## config.mk

```make
export PLATFORM = sky130hd
export DESIGN_NAME = spi_transfer_sequencer_top
export DESIGN_NICKNAME = d
export VERILOG_FILES = /design/src/sts_pkg.sv /design/src/spi_transfer_sequencer_top.sv /design/src/sts_cfg_regs.sv /design/src/sts_core.sv
export SDC_FILE = /design/constraint.sdc
export NUM_CORES = 1
export LEC_CHECK = 0
export BUFFER_PORTS_ARGS = -buffer_cell sky130_fd_sc_hd__buf_2
export CELL_PAD_IN_SITES_DETAIL_PLACEMENT = 1
export CELL_PAD_IN_SITES_GLOBAL_PLACEMENT = 1
export CORE_MARGIN = 5
export CORE_UTILIZATION = 45
export CTS_CLUSTER_SIZE = 40
export DETAILED_ROUTE_END_ITERATION = 6
export PLACE_DENSITY_LB_ADDON = 0.08
export SYNTH_ARGS = -nofsm -noshare
export SYNTH_HDL_FRONTEND = slang
export SYNTH_HIERARCHICAL = 1
export SYNTH_SLANG_ARGS = --single-unit
```

## constraint.sdc

```tcl
create_clock -name clk -period 12.6 [get_ports clk]
set_input_delay 1.89 -clock clk [delete_from_list [all_inputs] [get_ports clk]]
set_output_delay 1.89 -clock clk [all_outputs]
set_load 0.01 [all_outputs]
```

## src/sts_pkg.sv

```systemverilog
// Package for the SPI transfer sequencer: transaction structs and shared constants.
// No dependencies; used by every module in src.
`default_nettype none

package sts_pkg;

  localparam int unsigned BYTE_W    = 8;
  localparam int unsigned TMO_W     = 16;
  localparam int unsigned APB_DATA_W = 32;
  localparam int unsigned APB_ADDR_W = 3;

  localparam logic [BYTE_W-1:0] IDLE_BYTE = 8'hFF;
  localparam logic [TMO_W-1:0]  TMO_RESET = 16'd1000;

  // register index (byte address bit 2)
  localparam logic REG_TIMEOUT_LIMIT = 1'b0;

  localparam logic OP_TICK  = 1'b0;
  localparam logic OP_START = 1'b1;

  localparam logic STATUS_OK      = 1'b0;
  localparam logic STATUS_TIMEOUT = 1'b1;

  typedef struct packed {
    logic              operation;
    logic [BYTE_W-1:0] select_line;
    logic [BYTE_W-1:0] length;
    logic              has_transmit;
    logic              has_receive;
    logic [BYTE_W-1:0] transmit_byte;
    logic              transmit_ready;
    logic              receive_ready;
    logic [BYTE_W-1:0] receive_byte;
  } sts_item_t;

  typedef struct packed {
    logic              select_active;
    logic [BYTE_W-1:0] select_number;
    logic              send_valid;
    logic [BYTE_W-1:0] send_data;
    logic [BYTE_W-1:0] byte_position;
    logic              store_valid;
    logic [BYTE_W-1:0] store_data;
    logic              done_valid;
    logic              done_status;
    logic              busy_res;
  } sts_result_t;

endpackage

`default_nettype wire

```

## src/spi_transfer_sequencer_top.sv

```systemverilog
// SPI transfer sequencer top level: input register, sequencer core, result register.
// A transaction on the input ports is registered in the input register, then stepped by the core,
// and its result is registered in the result register; out_stall can hold either register.
// Throughput: one transaction per cycle unless out_stall holds the output; the state step
// is a single short combinational pass between the input register and the result register.
// Reset (rst, synchronous): idle phase, timeout_limit = 1000, both channels empty.
// Depends on sts_pkg, sts_cfg_regs, sts_core.
`default_nettype none

module spi_transfer_sequencer_top
  import sts_pkg::*;
(
  input  wire logic                  clk,
  input  wire logic                  rst,

  input  wire logic                  psel,
  input  wire logic                  penable,
  input  wire logic                  pwrite,
  input  wire logic [APB_ADDR_W-1:0] paddr,
  input  wire logic [APB_DATA_W-1:0] pwdata,
  output logic      [APB_DATA_W-1:0] prdata,
  output logic                       pready,

  input  wire logic                  in_valid,
  output logic                       in_stall,
  input  wire logic                  operation,
  input  wire logic [BYTE_W-1:0]     select_line,
  input  wire logic [BYTE_W-1:0]     length,
  input  wire logic                  has_transmit,
  input  wire logic                  has_receive,
  input  wire logic [BYTE_W-1:0]     transmit_byte,
  input  wire logic                  transmit_ready,
  input  wire logic                  receive_ready,
  input  wire logic [BYTE_W-1:0]     receive_byte,

  output logic                       out_valid,
  input  wire logic                  out_stall,
  output logic                       select_active,
  output logic      [BYTE_W-1:0]     select_number,
  output logic                       send_valid,
  output logic      [BYTE_W-1:0]     send_data,
  output logic      [BYTE_W-1:0]     byte_position,
  output logic                       store_valid,
  output logic      [BYTE_W-1:0]     store_data,
  output logic                       done_valid,
  output logic                       done_status,
  output logic                       busy_res
);

  logic [TMO_W-1:0] timeout_limit;
  logic             item_valid;
  sts_item_t        item;
  sts_item_t        item_in;
  sts_result_t      res;
  sts_result_t      res_q;
  logic             advance;
  logic             in_take;

  sts_cfg_regs u_cfg (
    .clk           (clk),
    .rst           (rst),
    .psel          (psel),
    .penable       (penable),
    .pwrite        (pwrite),
    .paddr         (paddr),
    .pwdata        (pwdata),
    .prdata        (prdata),
    .pready        (pready),
    .timeout_limit (timeout_limit)
  );

  assign advance  = item_valid && (!out_valid || !out_stall);
  assign in_stall = item_valid && !advance;
  assign in_take  = in_valid && !in_stall;

  assign item_in = '{
    operation:      operation,
    select_line:    select_line,
    length:         length,
    has_transmit:   has_transmit,
    has_receive:    has_receive,
    transmit_byte:  transmit_byte,
    transmit_ready: transmit_ready,
    receive_ready:  receive_ready,
    receive_byte:   receive_byte
  };

  always_ff @(posedge clk) begin
    if (rst) begin
      item_valid <= 1'b0;
    end else begin
      item_valid <= in_take || (item_valid && !advance);
    end
  end

  always_ff @(posedge clk) begin
    if (in_take) begin
      item <= item_in;
    end
  end

  sts_core u_core (
    .clk           (clk),
    .rst           (rst),
    .step          (advance),
    .item          (item),
    .timeout_limit (timeout_limit),
    .res           (res)
  );

  always_ff @(posedge clk) begin
    if (rst) begin
      out_valid <= 1'b0;
    end else begin
      out_valid <= advance || (out_valid && out_stall);
    end
  end

  always_ff @(posedge clk) begin
    if (advance) begin
      res_q <= res;
    end
  end

  assign select_active = res_q.select_active;
  assign select_number = res_q.select_number;
  assign send_valid    = res_q.send_valid;
  assign send_data     = res_q.send_data;
  assign byte_position = res_q.byte_position;
  assign store_valid   = res_q.store_valid;
  assign store_data    = res_q.store_data;
  assign done_valid    = res_q.done_valid;
  assign done_status   = res_q.done_status;
  assign busy_res      = res_q.busy_res;

endmodule

`default_nettype wire

```

## src/sts_cfg_regs.sv

```systemverilog
// APB register block for the SPI transfer sequencer: holds timeout_limit.
// Depends on sts_pkg.
`default_nettype none

module sts_cfg_regs
  import sts_pkg::*;
(
  input  wire logic                  clk,
  input  wire logic                  rst,
  input  wire logic                  psel,
  input  wire logic                  penable,
  input  wire logic                  pwrite,
  input  wire logic [APB_ADDR_W-1:0] paddr,
  input  wire logic [APB_DATA_W-1:0] pwdata,
  output logic      [APB_DATA_W-1:0] prdata,
  output logic                       pready,
  output logic      [TMO_W-1:0]      timeout_limit
);

  logic wr_en;

  assign pready = 1'b1;
  assign wr_en  = psel && penable && pwrite && pready && (paddr[2] == REG_TIMEOUT_LIMIT);

  always_ff @(posedge clk) begin
    if (rst) begin
      timeout_limit <= TMO_RESET;
    end else if (wr_en) begin
      timeout_limit <= pwdata[TMO_W-1:0];
    end
  end

  always_comb begin
    prdata = '0;
    if (paddr[2] == REG_TIMEOUT_LIMIT) begin
      prdata = {{(APB_DATA_W-TMO_W){1'b0}}, timeout_limit};
    end
  end

endmodule

`default_nettype wire

```

## src/sts_core.sv

```systemverilog
// Sequencer state and one-step logic: takes a registered transaction, updates
// the transfer state and forms the result. Depends on sts_pkg.
`default_nettype none

module sts_core
  import sts_pkg::*;
(
  input  wire logic             clk,
  input  wire logic             rst,
  input  wire logic             step,
  input  wire sts_item_t        item,
  input  wire logic [TMO_W-1:0] timeout_limit,
  output sts_result_t           res
);

  localparam logic [2:0] PH_IDLE     = 3'd0;
  localparam logic [2:0] PH_CS_LOW   = 3'd1;
  localparam logic [2:0] PH_TRANSFER = 3'd2;
  localparam logic [2:0] PH_WAIT_TX  = 3'd3;
  localparam logic [2:0] PH_WAIT_RX  = 3'd4;
  localparam logic [2:0] PH_CS_HIGH  = 3'd5;
  localparam logic [2:0] PH_STOP     = 3'd6;

  logic [2:0]        phase, phase_next;
  logic [BYTE_W-1:0] select_reg, select_reg_next;
  logic [BYTE_W-1:0] total_bytes, total_bytes_next;
  logic [BYTE_W-1:0] current_index, current_index_next;
  logic [TMO_W-1:0]  wait_counter, wait_counter_next;
  logic              transmit_present, transmit_present_next;
  logic              receive_present, receive_present_next;

  logic [TMO_W:0]    wait_inc;
  logic              expired;
  logic [BYTE_W:0]   index_inc;

  assign wait_inc  = {1'b0, wait_counter} + {{TMO_W{1'b0}}, 1'b1};
  assign expired   = wait_inc > {1'b0, timeout_limit};
  assign index_inc = {1'b0, current_index} + {{BYTE_W{1'b0}}, 1'b1};

  always_comb begin
    phase_next            = phase;
    select_reg_next       = select_reg;
    total_bytes_next      = total_bytes;
    current_index_next    = current_index;
    wait_counter_next     = wait_counter;
    transmit_present_next = transmit_present;
    receive_present_next  = receive_present;

    res               = '0;
    res.byte_position = current_index;

    if (item.operation == OP_START) begin
      if (phase == PH_IDLE) begin
        select_reg_next       = item.select_line;
        total_bytes_next      = item.length;
        transmit_present_next = item.has_transmit;
        receive_present_next  = item.has_receive;
        current_index_next    = '0;
        wait_counter_next     = '0;
        phase_next            = PH_CS_LOW;
      end
    end else begin
      case (phase)
        PH_CS_LOW: begin
          phase_next = PH_TRANSFER;
        end
        PH_TRANSFER: begin
          res.send_valid = 1'b1;
          res.send_data  = transmit_present ? item.transmit_byte : IDLE_BYTE;
          phase_next     = PH_WAIT_TX;
        end
        PH_WAIT_TX, PH_WAIT_RX: begin
          if ((phase == PH_WAIT_TX && !item.transmit_ready) ||
              (phase == PH_WAIT_RX && !item.receive_ready)) begin
            if (expired) begin
              wait_counter_next = '0;
              phase_next        = PH_IDLE;
              res.done_valid    = 1'b1;
              res.done_status   = STATUS_TIMEOUT;
            end else begin
              wait_counter_next = wait_inc[TMO_W-1:0];
            end
          end else if (phase == PH_WAIT_TX) begin
            wait_counter_next = '0;
            phase_next        = PH_WAIT_RX;
          end else begin
            wait_counter_next = '0;
            if (receive_present) begin
              res.store_valid = 1'b1;
              res.store_data  = item.receive_byte;
            end
            current_index_next = index_inc[BYTE_W-1:0];
            phase_next = (index_inc >= {1'b0, total_bytes}) ? PH_CS_HIGH : PH_TRANSFER;
          end
        end
        PH_CS_HIGH: begin
          phase_next = PH_STOP;
        end
        PH_STOP: begin
          res.done_valid  = 1'b1;
          res.done_status = STATUS_OK;
          phase_next      = PH_IDLE;
        end
        default: begin
          phase_next = PH_IDLE;
        end
      endcase
    end

    res.select_active = (phase_next == PH_TRANSFER) || (phase_next == PH_WAIT_TX) ||
                        (phase_next == PH_WAIT_RX) || (phase_next == PH_CS_HIGH);
    res.select_number = select_reg_next;
    res.busy_res      = (phase_next != PH_IDLE);
  end

  always_ff @(posedge clk) begin
    if (rst) begin
      phase            <= PH_IDLE;
      select_reg       <= '0;
      total_bytes      <= '0;
      current_index    <= '0;
      wait_counter     <= '0;
      transmit_present <= 1'b0;
      receive_present  <= 1'b0;
    end else if (step) begin
      phase            <= phase_next;
      select_reg       <= select_reg_next;
      total_bytes      <= total_bytes_next;
      current_index    <= current_index_next;
      wait_counter     <= wait_counter_next;
      transmit_present <= transmit_present_next;
      receive_present  <= receive_present_next;
    end
  end

  // counter only runs inside the two wait phases
  a_wait_idle: assert property (@(posedge clk) disable iff (rst)
    (phase != PH_WAIT_TX && phase != PH_WAIT_RX) |-> wait_counter == '0)
    else $error("wait counter nonzero outside wait phases");

  a_done_idle: assert property (@(posedge clk) disable iff (rst)
    (step && res.done_valid) |=> phase == PH_IDLE)
    else $error("completion without return to idle");

  a_send_phase: assert property (@(posedge clk) disable iff (rst)
    (step && res.send_valid) |=> phase == PH_WAIT_TX)
    else $error("byte pushed without moving to transmit wait");

  a_store_rx: assert property (@(posedge clk) disable iff (rst)
    (step && res.store_valid) |-> (receive_present && phase == PH_WAIT_RX))
    else $error("store without receive buffer");

endmodule

`default_nettype wire
```

# Word level (Yosys, flattened, before mapping)
# Index checks and enable logic that the tools add are counted.
[word_totals]
register_bits = 138
output_inout_bits = 73
[classes]
add_sub_neg = 2
order_cmp = 2
eq_ne = 13
mux = 26
bitwise_logic = 4
reduce_logical = 32
[op_table]
columns = ["op", "n"]
rows = [
  ["$mux W16", 6],
  ["$mux W8", 8],
  ["$mux W3", 6],
  ["$mux W9", 2],
  ["$add A16 B1 Y17 const B", 1],
  ["$gt A17 B16 Y1", 1],
  ["$eq A3 B3 Y1 const B", 5],
  ["$eq A3 B2 Y1 const B", 4],
  ["$pmux W3 S4", 1],
  ["$add A8 B1 Y9 const B", 1],
  ["$ge A9 B8 Y1", 1],
  ["$logic_and A1 B1 Y1", 9],
  ["$logic_or A1 B1 Y1", 7],
  ["$logic_not A1 Y1", 6],
  ["$reduce_and A3 Y1", 2],
  ["$reduce_and A5 Y1", 1],
  ["$reduce_or A5 Y1", 1],
  ["$mux W2", 2],
  ["$ne A2 B2 Y1 const B", 2],
  ["$not A1 Y1", 4],
  ["$pmux W2 S2", 1],
  ["$reduce_or A2 Y1", 2],
  ["$reduce_or A4 Y1", 1],
  ["$eq A3 B1 Y1 const B", 1],
  ["4 further kinds", 4],
]

# Depth between registers and ports, before layout
# Gate-level depths: netlist of run 1.
[logic_depth]
word_depth = 11
ltp_mapped = 16
ltp_nobuf = 14

# Hierarchy
# Netlist of run 1, hierarchy kept.
[by_module_without_submodules]
columns = ["mod", "n_inst", "cells_each", "area_each_um2", "seq_area_each_um2"]
rows = [
  ["sts_core", 1, 422, 3180.6, 900.9],
  ["spi_transfer_sequencer_top", 1, 85, 2338.5, 2292.2],
  ["sts_cfg_regs", 1, 106, 957.2, 320.3],
]

# Worst setup path before layout of run 1
# No wires, ideal clock.
[synth_path]
kind = "input -> register"
start = "input port out_stall"
end = "register u_core.select_reg[5]"
setup_ps = 132
arrival_ps = 6284
required_ps = 12468
path_slack_ps = 6184
stages = 5
n_path_buf = 1
path_cell_list = "a21boi_0 nand2_1 clkbuf_1 nand2_1 a21oi_1"
[synth_between]
elab_chain_cells = 3
[synth_rtl]
columns = ["item", "line_no", "source"]
rows = [
  ["start, declared", "spi_transfer_sequencer_top.sv:37", "input wire logic out_stall,"],
  ["$logic_not A1 Y1", "spi_transfer_sequencer_top.sv:72", "assign advance = item_valid && (!out_valid || !out_stall);"],
  ["$logic_or A1 B1 Y1", "spi_transfer_sequencer_top.sv:72", ""],
  ["$logic_and A1 B1 Y1", "spi_transfer_sequencer_top.sv:72", ""],
  ["end signal, assigned", "sts_core.sv:127", "select_reg <= select_reg_next;"],
  ["end, declared", "sts_core.sv:25", "logic [BYTE_W-1:0] select_reg, select_reg_next;"],
]
# No other way between the ends.
# A chain may end at the register's enable or synchronous reset.

# Final worst setup path of run 1
[layout_path]
start = "input port paddr[2]"
end = "output port prdata[1]"
[layout_between]
elab_chain_cells = 1
[layout_rtl]
columns = ["item", "line_no", "source"]
rows = [
  ["start, declared", "spi_transfer_sequencer_top.sv:19", "input wire logic [APB_ADDR_W-1:0] paddr,"],
  ["$mux W16", "sts_cfg_regs.sv:35", "if (paddr[2] == REG_TIMEOUT_LIMIT) begin"],
  ["end, declared", "spi_transfer_sequencer_top.sv:21", "output logic [APB_DATA_W-1:0] prdata,"],
]
# No other way between the ends.

==> results of run 1 <==
layout make-up:
cell class	count	share of cell area
multi-input cells	408	0.344
inverters	39	0.0191
clock inverters	15	0.0166
well taps	180	0.0294
clock buffers	17	0.0555
repair buffers	118	0.0777
flip-flops and latches	138	0.458
logic make-up after synthesis:
group	share of synthesized area
AND/OR/NAND/NOR	0.172
flip-flops	0.543
AO/OA/AOI/OAI	0.105
buffers and inverters	0.0630
adder cells (fa/ha/maj)	0.0502
multiplexers	0.0402
XOR/XNOR	0.0257
other	0.00116
stage by stage:
stage,worst slack [ps],utilization
5_1_grt,8130,0.548
3_5_place_dp,8180,0.509
2_1_floorplan,6180,-
6_report,8190,0.548
3_3_place_gp,8200,0.509
4_1_cts,8170,0.548
Yosys cell counts (2+ instances only):
cell | count | share of area
buf_6 | 2 | 0.0035
o31ai_1 | 3 | 0.0035
o21ai_0 | 8 | 0.0062
conb_1 | 2 | 0.0012
clkbuf_1 | 17 | 0.0099
a21boi_0 | 2 | 0.0023
a31oi_1 | 6 | 0.0058
and2_1 | 11 | 0.011
dfxtp_1 | 63 | 0.19
nor3_1 | 4 | 0.0031
o21bai_1 | 2 | 0.0023
a21o_1 | 3 | 0.0035
buf_4 | 17 | 0.020
a32oi_1 | 12 | 0.016
nand2_1 | 60 | 0.035
nand4_1 | 6 | 0.0058
buf_1 | 2 | 0.0012
or3_1 | 2 | 0.0019
o211ai_1 | 4 | 0.0046
and2b_2 | 6 | 0.0081
a211oi_1 | 4 | 0.0046
nand2b_1 | 26 | 0.025
nor2b_1 | 14 | 0.014
nand3b_1 | 4 | 0.0046
mux2i_1 | 17 | 0.026
buf_2 | 4 | 0.0031
or2_2 | 3 | 0.0029
nor2_1 | 51 | 0.030
inv_1 | 39 | 0.023
xor2_1 | 8 | 0.011
ha_1 | 26 | 0.050
mux2_2 | 8 | 0.014
a21oi_1 | 48 | 0.037
o22ai_1 | 2 | 0.0019
xnor2_1 | 11 | 0.015
nand3_1 | 16 | 0.012
a311o_1 | 2 | 0.0031
edfxtp_1 | 75 | 0.35
and3_1 | 3 | 0.0029
power breakdown:
group,internal [uW],switching [uW]
clock network,258,209
registers,492,8.30
logic,24.7,38.5
worst min-delay path: cells and delay by family (launching register included):
kind / cells / cell delay, ps
AOI/OAI and AO/OA: 1 / 50
DFF: 1 / 310
and+or+nand+nor: 1 / 50
metal layers:
layer	wire, um	part of all wire	up-vias
met5	0	0	-
met4	227	0.015	0
met3	638	0.041	16
met2	8190	0.53	100
met1	6510	0.42	2335
li1	-	-	2331
final timing paths:
kind	end	from	slack, ps	cells after the start
worst max-delay path	prdata[1]	paddr[2]	8190	3
worst min-delay path	u_core/select_reg[6]	u_core/select_reg[6]	460	2
worst max register to register	select_active	u_core/wait_counter[0]	8360	14
worst min register to register	u_core/select_reg[6]	u_core/select_reg[6]	460	2
==> impl_metrics.json, run 1 <==
{
  "outcome": "completed",
  "grt_pass1_wl_um": 25000,
  "layout_commonest_cell": "buf_2",
  "worstPathMaxFanout": 17,
  "rows": 43,
  "ctsResizeCount": 0,
  "port_buffers": 116,
  "chipWidth_um": 130,
  "multi_input_area_sq_um": 2640,
  "yosys_warnings": 6,
  "hold_violations": 0,
  "path_buf_inv": 2,
  "reg_top3": "item (37), u_cfg/timeout_limit (16), u_core/wait_counter (16)",
  "wl_per_cell_um": 17.0,
  "grt_max_degree": 81,
  "synthFlopType": "edfxtp_1",
  "fin_cells": 915,
  "crit_top_cell": "buf_2",
  "grt_util_all_layers": 0.191,
  "fin_total_pwr_uw": 1030,
  "die_h_um": 130,
  "max_freq_mhz": 227,
  "crit_required_ps": 10710,
  "power_leakage_uw": 0.00316,
  "setup_violations": 0,
  "top_usage_layer": "met2",
  "final_cell_mix": "116 x buf_2, 75 x edfxtp_1, 63 x dfxtp_1, 60 x nand2_1, 50 x nor2_1",
  "powerDensity_nw_per_um2": 134,
  "rsz0062_at_grt": "false",
  "syn_to_final_growth_pct": 18.4,
  "grt_pass1_vias": 5181,
  "top_register": "item",
  "syn_area_sq_um": 6480,
  "gp_congestion": 0.797,
  "post-cts-setup-buffer-count": 0,
  "grt_use_met3": 0.0434,
  "core_sq_um": 14000,
  "cts_inserted_buffers": 17,
  "dieArea_sq_um": 16900,
  "crit_family": "buffers and inverters",
  "worstMarginPinSlew_ps": 1120,
  "grt_util_met2": 0.346,
  "ys_ff_latch": 138,
  "grt_antenna_before_repair": 0,
  "async_reset_ff_frac": 0,
  "path_cells": "buf_2 > and2b_2 > buf_2",
  "arrival_ps": 2520,
  "cts.clk_slew.worst_paths_ps": 60,
  "routed_wl_um": 15600,
  "drive_above_1_share": 0.242,
  "worst-setup-path-type": "input pin to output port",
  "hpwl_um": 10800,
  "final_antenna_net_count": 0,
  "gr-total-overflow": 0,
  "synth_cells": 613,
  "synth-edff-count": 75,
  "period_share": 0.350,
  "critPathLaunchType": "input pin",
  "fin_skew_ps": 6.82,
  "cts_tree": "yes",
  "drt-pass1-iter-count": 4,
  "start_util": 0.463,
  "num_antenna_cells": 0,
  "ir_worst_vdd_mv": 0.0972,
  "nNetsFinal": 827,
  "maxCapViolations": 0,
  "ios": 152,
  "setup_tns_ps": 0,
  "drc_errors": 0,
  "endpoint_kind": "output port",
  "hold_class": "register to register",
  "largest_reg_flops": 37,
  "place_inst": 883,
  "vias": 4782,
  "via_per_inst": 5.23,
  "clock-sinks": 138,
  "timing.hold.ws_ps": 458,
  "clk_path_buf_depth": 2,
  "drt_iter0_drc": 208,
  "grt_use_met1": 0.219,
  "regArea_sq_um": 3510,
  "n_fill_cell": 1589,
  "cts_hold_buf": 0,
  "place_area_sq_um": 7120,
  "timing.final.crit_period_ps": 4410,
  "yosysSeqAreaShare": 0.543,
  "final_area_sq_um": 7670,
  "synth_cell_types": 59,
  "slowest_delay_ps": 250,
  "slew_headroom": 0.248,
  "synth.avg_cell_area_sq_um": 10.6,
  "root_buffer": "clkbuf_16",
  "slew_viol_final": 0,
  "clock_latency_ps": 420,
  "htree_num_levels": 4,
  "cp_slowest_cell": "buf_2"
}
No activity file was read; power rests on OpenSTA's default activity.
==> run 2: changes to the inputs <==
Settings changed: CORE_UTILIZATION 45 to 38.
Clock period 12.6 ns to 3.6 ns, I/O delays scaled along.
==> impl_metrics.json, run 2 (synthesis gave the netlist of run 1 again) <==
{
  "root_buffer": "clkbuf_16",
  "hpwl_um": 11300,
  "cts_inserted_buffers": 17,
  "met2WireLength_um": 8590,
  "wl_met3_um": 742,
  "routed.top_layer": "met4",
  "n_fill_cell": 1883,
  "regArea_sq_um": 3520,
  "critPathLaunchType": "register",
  "maxCapViolations": 0,
  "clk_path_buf_depth": 2,
  "hold_class": "input pin to register",
  "powerDensity_nw_per_um2": 491,
  "syn_to_final_growth_pct": 22.6,
  "worst-setup-path-type": "register to register",
  "grt_pass1_wl_um": 26300,
  "drive_above_1_share": 0.265,
  "grt_antenna_before_repair": 0,
  "nNetsFinal": 839,
  "vias": 4800,
  "reg_top3": "item (37), u_cfg/timeout_limit (16), u_core/wait_counter (16)",
  "crit_required_ps": 3760,
  "start_util": 0.389,
  "core_sq_um": 16600,
  "slew_viol_final": 0,
  "ios": 152,
  "timing.hold.ws_ps": 286,
  "multi_input_area_sq_um": 2650,
  "gp_congestion": 0.788,
  "place_inst": 935,
  "wl_met1_um": 6640,
  "drc_errors": 0,
  "clock_latency_ps": 420,
  "gr-total-overflow": 0,
  "arrival_ps": 3570,
  "cp_slowest_cell": "or3_1",
  "num_antenna_cells": 0,
  "worstMarginPinSlew_ps": 1130,
  "endpoint_kind": "register",
  "rows": 47,
  "hold_violations": 0,
  "path_cells": "ha_1 > nand3_1 > nor3_4 > buf_4 > nand4_1 > xnor2_1 > ha_1 > o21ai_0 > o211ai_1 > and3_4 > and4b_4 > or3_1 > o211ai_1 > nand3_1",
  "die_h_um": 141,
  "cts_tree": "yes",
  "period_share": 0.947,
  "wl_per_cell_um": 16.7,
  "timing.final.crit_period_ps": 3410,
  "cts.clk_slew.worst_paths_ps": 60,
  "grt_util_all_layers": 0.167,
  "clock-sinks": 138,
  "outcome": "completed",
  "setup_violations": 0,
  "top_register": "item",
  "power_leakage_uw": 0.00328,
  "port_buffers": 116,
  "routed_wl_um": 16100,
  "largest_reg_flops": 37,
  "grt_pass1_vias": 5233,
  "fin_skew_ps": 10.2,
  "max_freq_mhz": 293,
  "via_per_inst": 4.96,
  "htree_num_levels": 4,
  "final_cell_mix": "116 x buf_2, 75 x edfxtp_1, 60 x nand2_1, 59 x dfxtp_1, 49 x nor2_1",
  "grt_max_degree": 37,
  "drt_iter0_drc": 177,
  "ir_worst_vdd_mv": 0.525,
  "chipWidth_um": 141,
  "final_antenna_net_count": 0,
  "cts_hold_buf": 0,
  "layout_commonest_cell": "buf_2",
  "slew_headroom": 0.245,
  "setup_tns_ps": 0,
  "utilization": 0.477,
  "worstPathMaxFanout": 5,
  "slowest_delay_ps": 390,
  "fin_cells": 967,
  "dieArea_sq_um": 19800,
  "drt-pass1-iter-count": 6
}
[run 2: cell count changes in the layout (fill, tap and decap cells not counted), sizes merged]
cell,previous run,this run
clkbuf,17,18
clkinvlp,4,1
bufinv,0,4
inv,48,45
buf,118,130
clkinv,2,3
[run 2: where the power goes]
part	total (uW)	internal (uW)	switching (uW)
clock network	1920	1200	725
logic	230	90.7	140
registers	1750	1720	24.9
total	3900	3010	889
[run 2: routing by layer]
| layer | vias to the layer above | track usage |
|---|---|---|
| met4 | 0 | 0.0444 |
| met1 | 2332 | 0.193 |
| met2 | 107 | 0.301 |
| met3 | 12 | 0.0501 |
| li1 | 2349 | - |
| met5 | - | 0 |
[run 2: cell type report]
cell class | instances | area share
sequential | 138 | 0.443
multi-input combinational | 408 | 0.334
timing repair buffer | 130 | 0.0879
clock buffer | 18 | 0.0553
tap | 220 | 0.0347
clock inverter | 14 | 0.0265
inverter | 39 | 0.0184
[run 2: worst max-delay path, delay by kind of cell, from the launching register on]
family                     cells  cell delay [ps]
AOI/OAI and AO/OA              3              500
and+or+nand+nor                7             1410
adders and majority gates      2              510
buffers and inverters          1              170
xor gates and xnor gates       1              200
DFF                            1              370
[run 2: worst paths after layout]
kind / start / endpoint / slack [ps] / cells after the start
min: length[0] / item[20] / 290 / 1
max reg2reg: u_core/wait_counter[0] / busy_res / 190 / 14
min reg2reg: u_core/select_reg[5] / u_core/select_reg[5] / 460 / 2
max: u_core/wait_counter[0] / busy_res / 190 / 14
[run 2: through the flow]
step / cell area, sq um / total power [uW] / setup WS (ps)
global route: 7940 / 4060 / -0.615
floorplan: 6540 / 1920 / 379
global placement: 7270 / 2000 / 167
detailed placement: 7270 / 2010 / 51.8
finish: 7940 / 3900 / 191
CTS: 7920 / 3960 / 38.2
[run 2: what timing repair did]
item | CTS | global route
buffers inserted | 0 | 0
setup endpoints to repair | 0 | 19
resized for setup | 0 | 8
==> run 3: changes to the inputs <==
Settings changed: ABC_AREA set to 1, CORE_UTILIZATION 38 to 37, SKIP_CTS_REPAIR_TIMING set to 1.
==> impl_metrics.json, run 3 <==
{
  "outcome": "completed",
  "syn_to_final_growth_pct": 19.3,
  "clock-sinks": 138,
  "timing.final.crit_period_ps": 3170,
  "nNetsFinal": 959,
  "start_util": 0.375,
  "synth.avg_cell_area_sq_um": 9.14,
  "clock_latency_ps": 420,
  "setup_tns_ps": 0,
  "final_cell_mix": "123 x nand2_1, 116 x buf_2, 110 x inv_1, 84 x nor2_1, 75 x edfxtp_1",
  "grt_max_degree": 38,
  "root_buffer": "clkbuf_16",
  "dieArea_sq_um": 21000,
  "ys_ff_latch": 138,
  "fin_cells": 1096,
  "rr_worst_depth": 23,
  "grt_util_all_layers": 0.161,
  "drt_iter0_drc": 185,
  "hpwl_um": 12000,
  "yosysTopAreaCell": "edfxtp_1",
  "routed_wl_um": 16100,
  "rsz0062_at_grt": "false",
  "hold_violations": 0,
  "drc_errors": 0,
  "clk_path_buf_depth": 2,
  "place_area_sq_um": 7450,
  "die_h_um": 145,
  "rows": 49,
  "final_antenna_net_count": 0,
  "ios": 152,
  "yosys-top-cells-area": "edfxtp_1 34%, dfxtp_1 19%, nand2_1 6.9%, inv_1 6.1%, ha_1 4.8%",
  "top_usage_layer": "met2",
  "port_buffers": 116,
  "intPower_uw": 2800,
  "grt_use_met1": 0.199,
  "htree_num_levels": 4,
  "maxCapViolations": 0,
  "grt_util_met2": 0.279,
  "async_reset_ff_frac": 0,
  "layout_setup_ws_ps": 428,
  "max_freq_mhz": 315,
  "clkPwrFrac": 0.447,
  "p_seq_frac": 0.470,
  "drt-pass1-iter-count": 4,
  "vias": 5134,
  "wl_per_cell_um": 14.7,
  "cts.clk_slew.worst_paths_ps": 70,
  "final_area_sq_um": 8020,
  "worstMarginPinSlew_ps": 653,
  "layout_commonest_cell": "nand2_1",
  "powerDensity_nw_per_um2": 467,
  "endpoint_kind": "register",
  "critPathLaunchType": "register",
  "yosysSeqAreaShare": 0.523,
  "crit_required_ps": 3780,
  "hold_class": "input pin to register",
  "synth_cells": 735,
  "slew_headroom": 0.563,
  "synth_common_cells": "123 x nand2_1, 110 x inv_1, 84 x nor2_1",
  "timing.hold.ws_ps": 294,
  "power_leakage_uw": 0.00366,
  "grt_antenna_before_repair": 0,
  "switching_share": 0.253,
  "grt_pass1_wl_um": 26900,
  "largest_reg_flops": 37,
  "gp_congestion": 0.833,
  "whs_path_depth": 1,
  "grt_pass1_vias": 5508,
  "synth.most_common_cell": "nand2_1",
  "chipWidth_um": 145,
  "cts_inserted_buffers": 17,
  "p_sw_uw": 948,
  "setup_violations": 0,
  "synth-edff-count": 75,
  "grt_use_met3": 0.0447,
  "core_sq_um": 17900,
  "worst-setup-path-type": "register to register",
  "cts_tree": "yes",
  "gr-total-overflow": 0,
  "reg_top3": "item (37), u_cfg/timeout_limit (16), u_core/wait_counter (16)",
  "yosys_warnings": 6,
  "pwr-share-comb": 0.082,
  "fin_skew_ps": 10.0,
  "ir_worst_vdd_mv": 0.262,
  "syn_area_sq_um": 6720,
  "dp_slack_ps": 370,
  "via_per_inst": 4.68,
  "period_share": 0.881,
  "place_inst": 1064,
  "synth_cell_types": 43,
  "drive_above_1_share": 0.254,
  "regToRegSetupSlack_ps": 430,
  "worstPathMaxFanout": 5,
  "slew_viol_final": 0,
  "top_register": "item",
  "synthFlopType": "edfxtp_1",
  "num_antenna_cells": 0,
  "synth_top_area_share": 0.335,
  "arrival_ps": 3350
}
-- run 3: changes by cell type in the layout (fill, tap and decap cells not counted), moves of 11 or more --
cell and delta:
nand3_2 +12, nor2_1 +35, nand3_1 +21, mux2i_1 -17, nor2b_1 -14, nand2_1 +63
o21ai_0 +14, a21oi_2 +13, a32oi_1 -12, inv_1 +71, and2_1 -11, nand2b_1 -26
-- run 3: cell type report --
cell class	instances	area [sq um]
timing repair buffer	123	633
multi-input combinational	457	2580
sequential	138	3510
inverter	117	442
clock inverter	15	140
clock buffer	17	425
tap	229	287
fill	2133	9880
-- run 3: logic make-up after synthesis --
logic type               Yosys count  share of synthesized area
AND/OR/NAND/NOR                  300                      0.215
adder cells (fa/ha/maj)           26                     0.0484
other                              2                    0.00112
flip-flops                       138                      0.523
buffers and inverters            155                      0.104
AO/OA/AOI/OAI                     96                     0.0849
XOR/XNOR                          18                     0.0235
-- run 3: routing by layer --
layer | vias up | part of all wire
met5 | - | 0
met3 | 14 | 0.044
met2 | 94 | 0.50
met4 | 0 | 0.0086
li1 | 2575 | -
met1 | 2451 | 0.45
-- run 3: through the flow --
step | utilization | total power [uW]
floorplan | - | 2000
global placement | 0.416 | 2100
detailed placement | 0.416 | 2110
CTS | 0.448 | 3810
global route | 0.448 | 3910
finish | 0.448 | 3750
-- run 3: critical path, cell delays in order, from the launching register on --
cell      delay [ps]
dfxtp_2          360
inv_1             60
nor3_2           220
and3_4           240
nand3_2          100
nor2_1           180
nand3_1          110
xor2_1           160
clkinv_1         130
ha_1             330
a21oi_1          150
o21ai_1           80
nor2_1           110
nand2_1           70
nand2_2           90
nand2_1           60
nand2_1           70
nand2_1           50
nand2_1           50
nand2_1           90
nand2_1           80
nand2_1           50
nand2_1           60
inv_1             40
-- run 3: worst paths after layout --
| kind | startpoint | to |
|---|---|---|
| worst max-delay path | u_core/wait_counter[0] | select_active |
| worst min-delay path | receive_byte[3] | item[3] |
| worst max register to register | u_core/wait_counter[0] | select_active |
| worst min register to register | u_core/select_reg[1] | u_core/select_reg[1] |
-- run 3: power groups by stage --
stage               logic [uW]  clock network, uW  registers (uW)
global placement           302                  0            1790
global route               352               1790            1770
CTS                        315               1730            1760
detailed placement         314                  0            1800
finish                     308               1680            1760
floorplan                  205                  0            1800
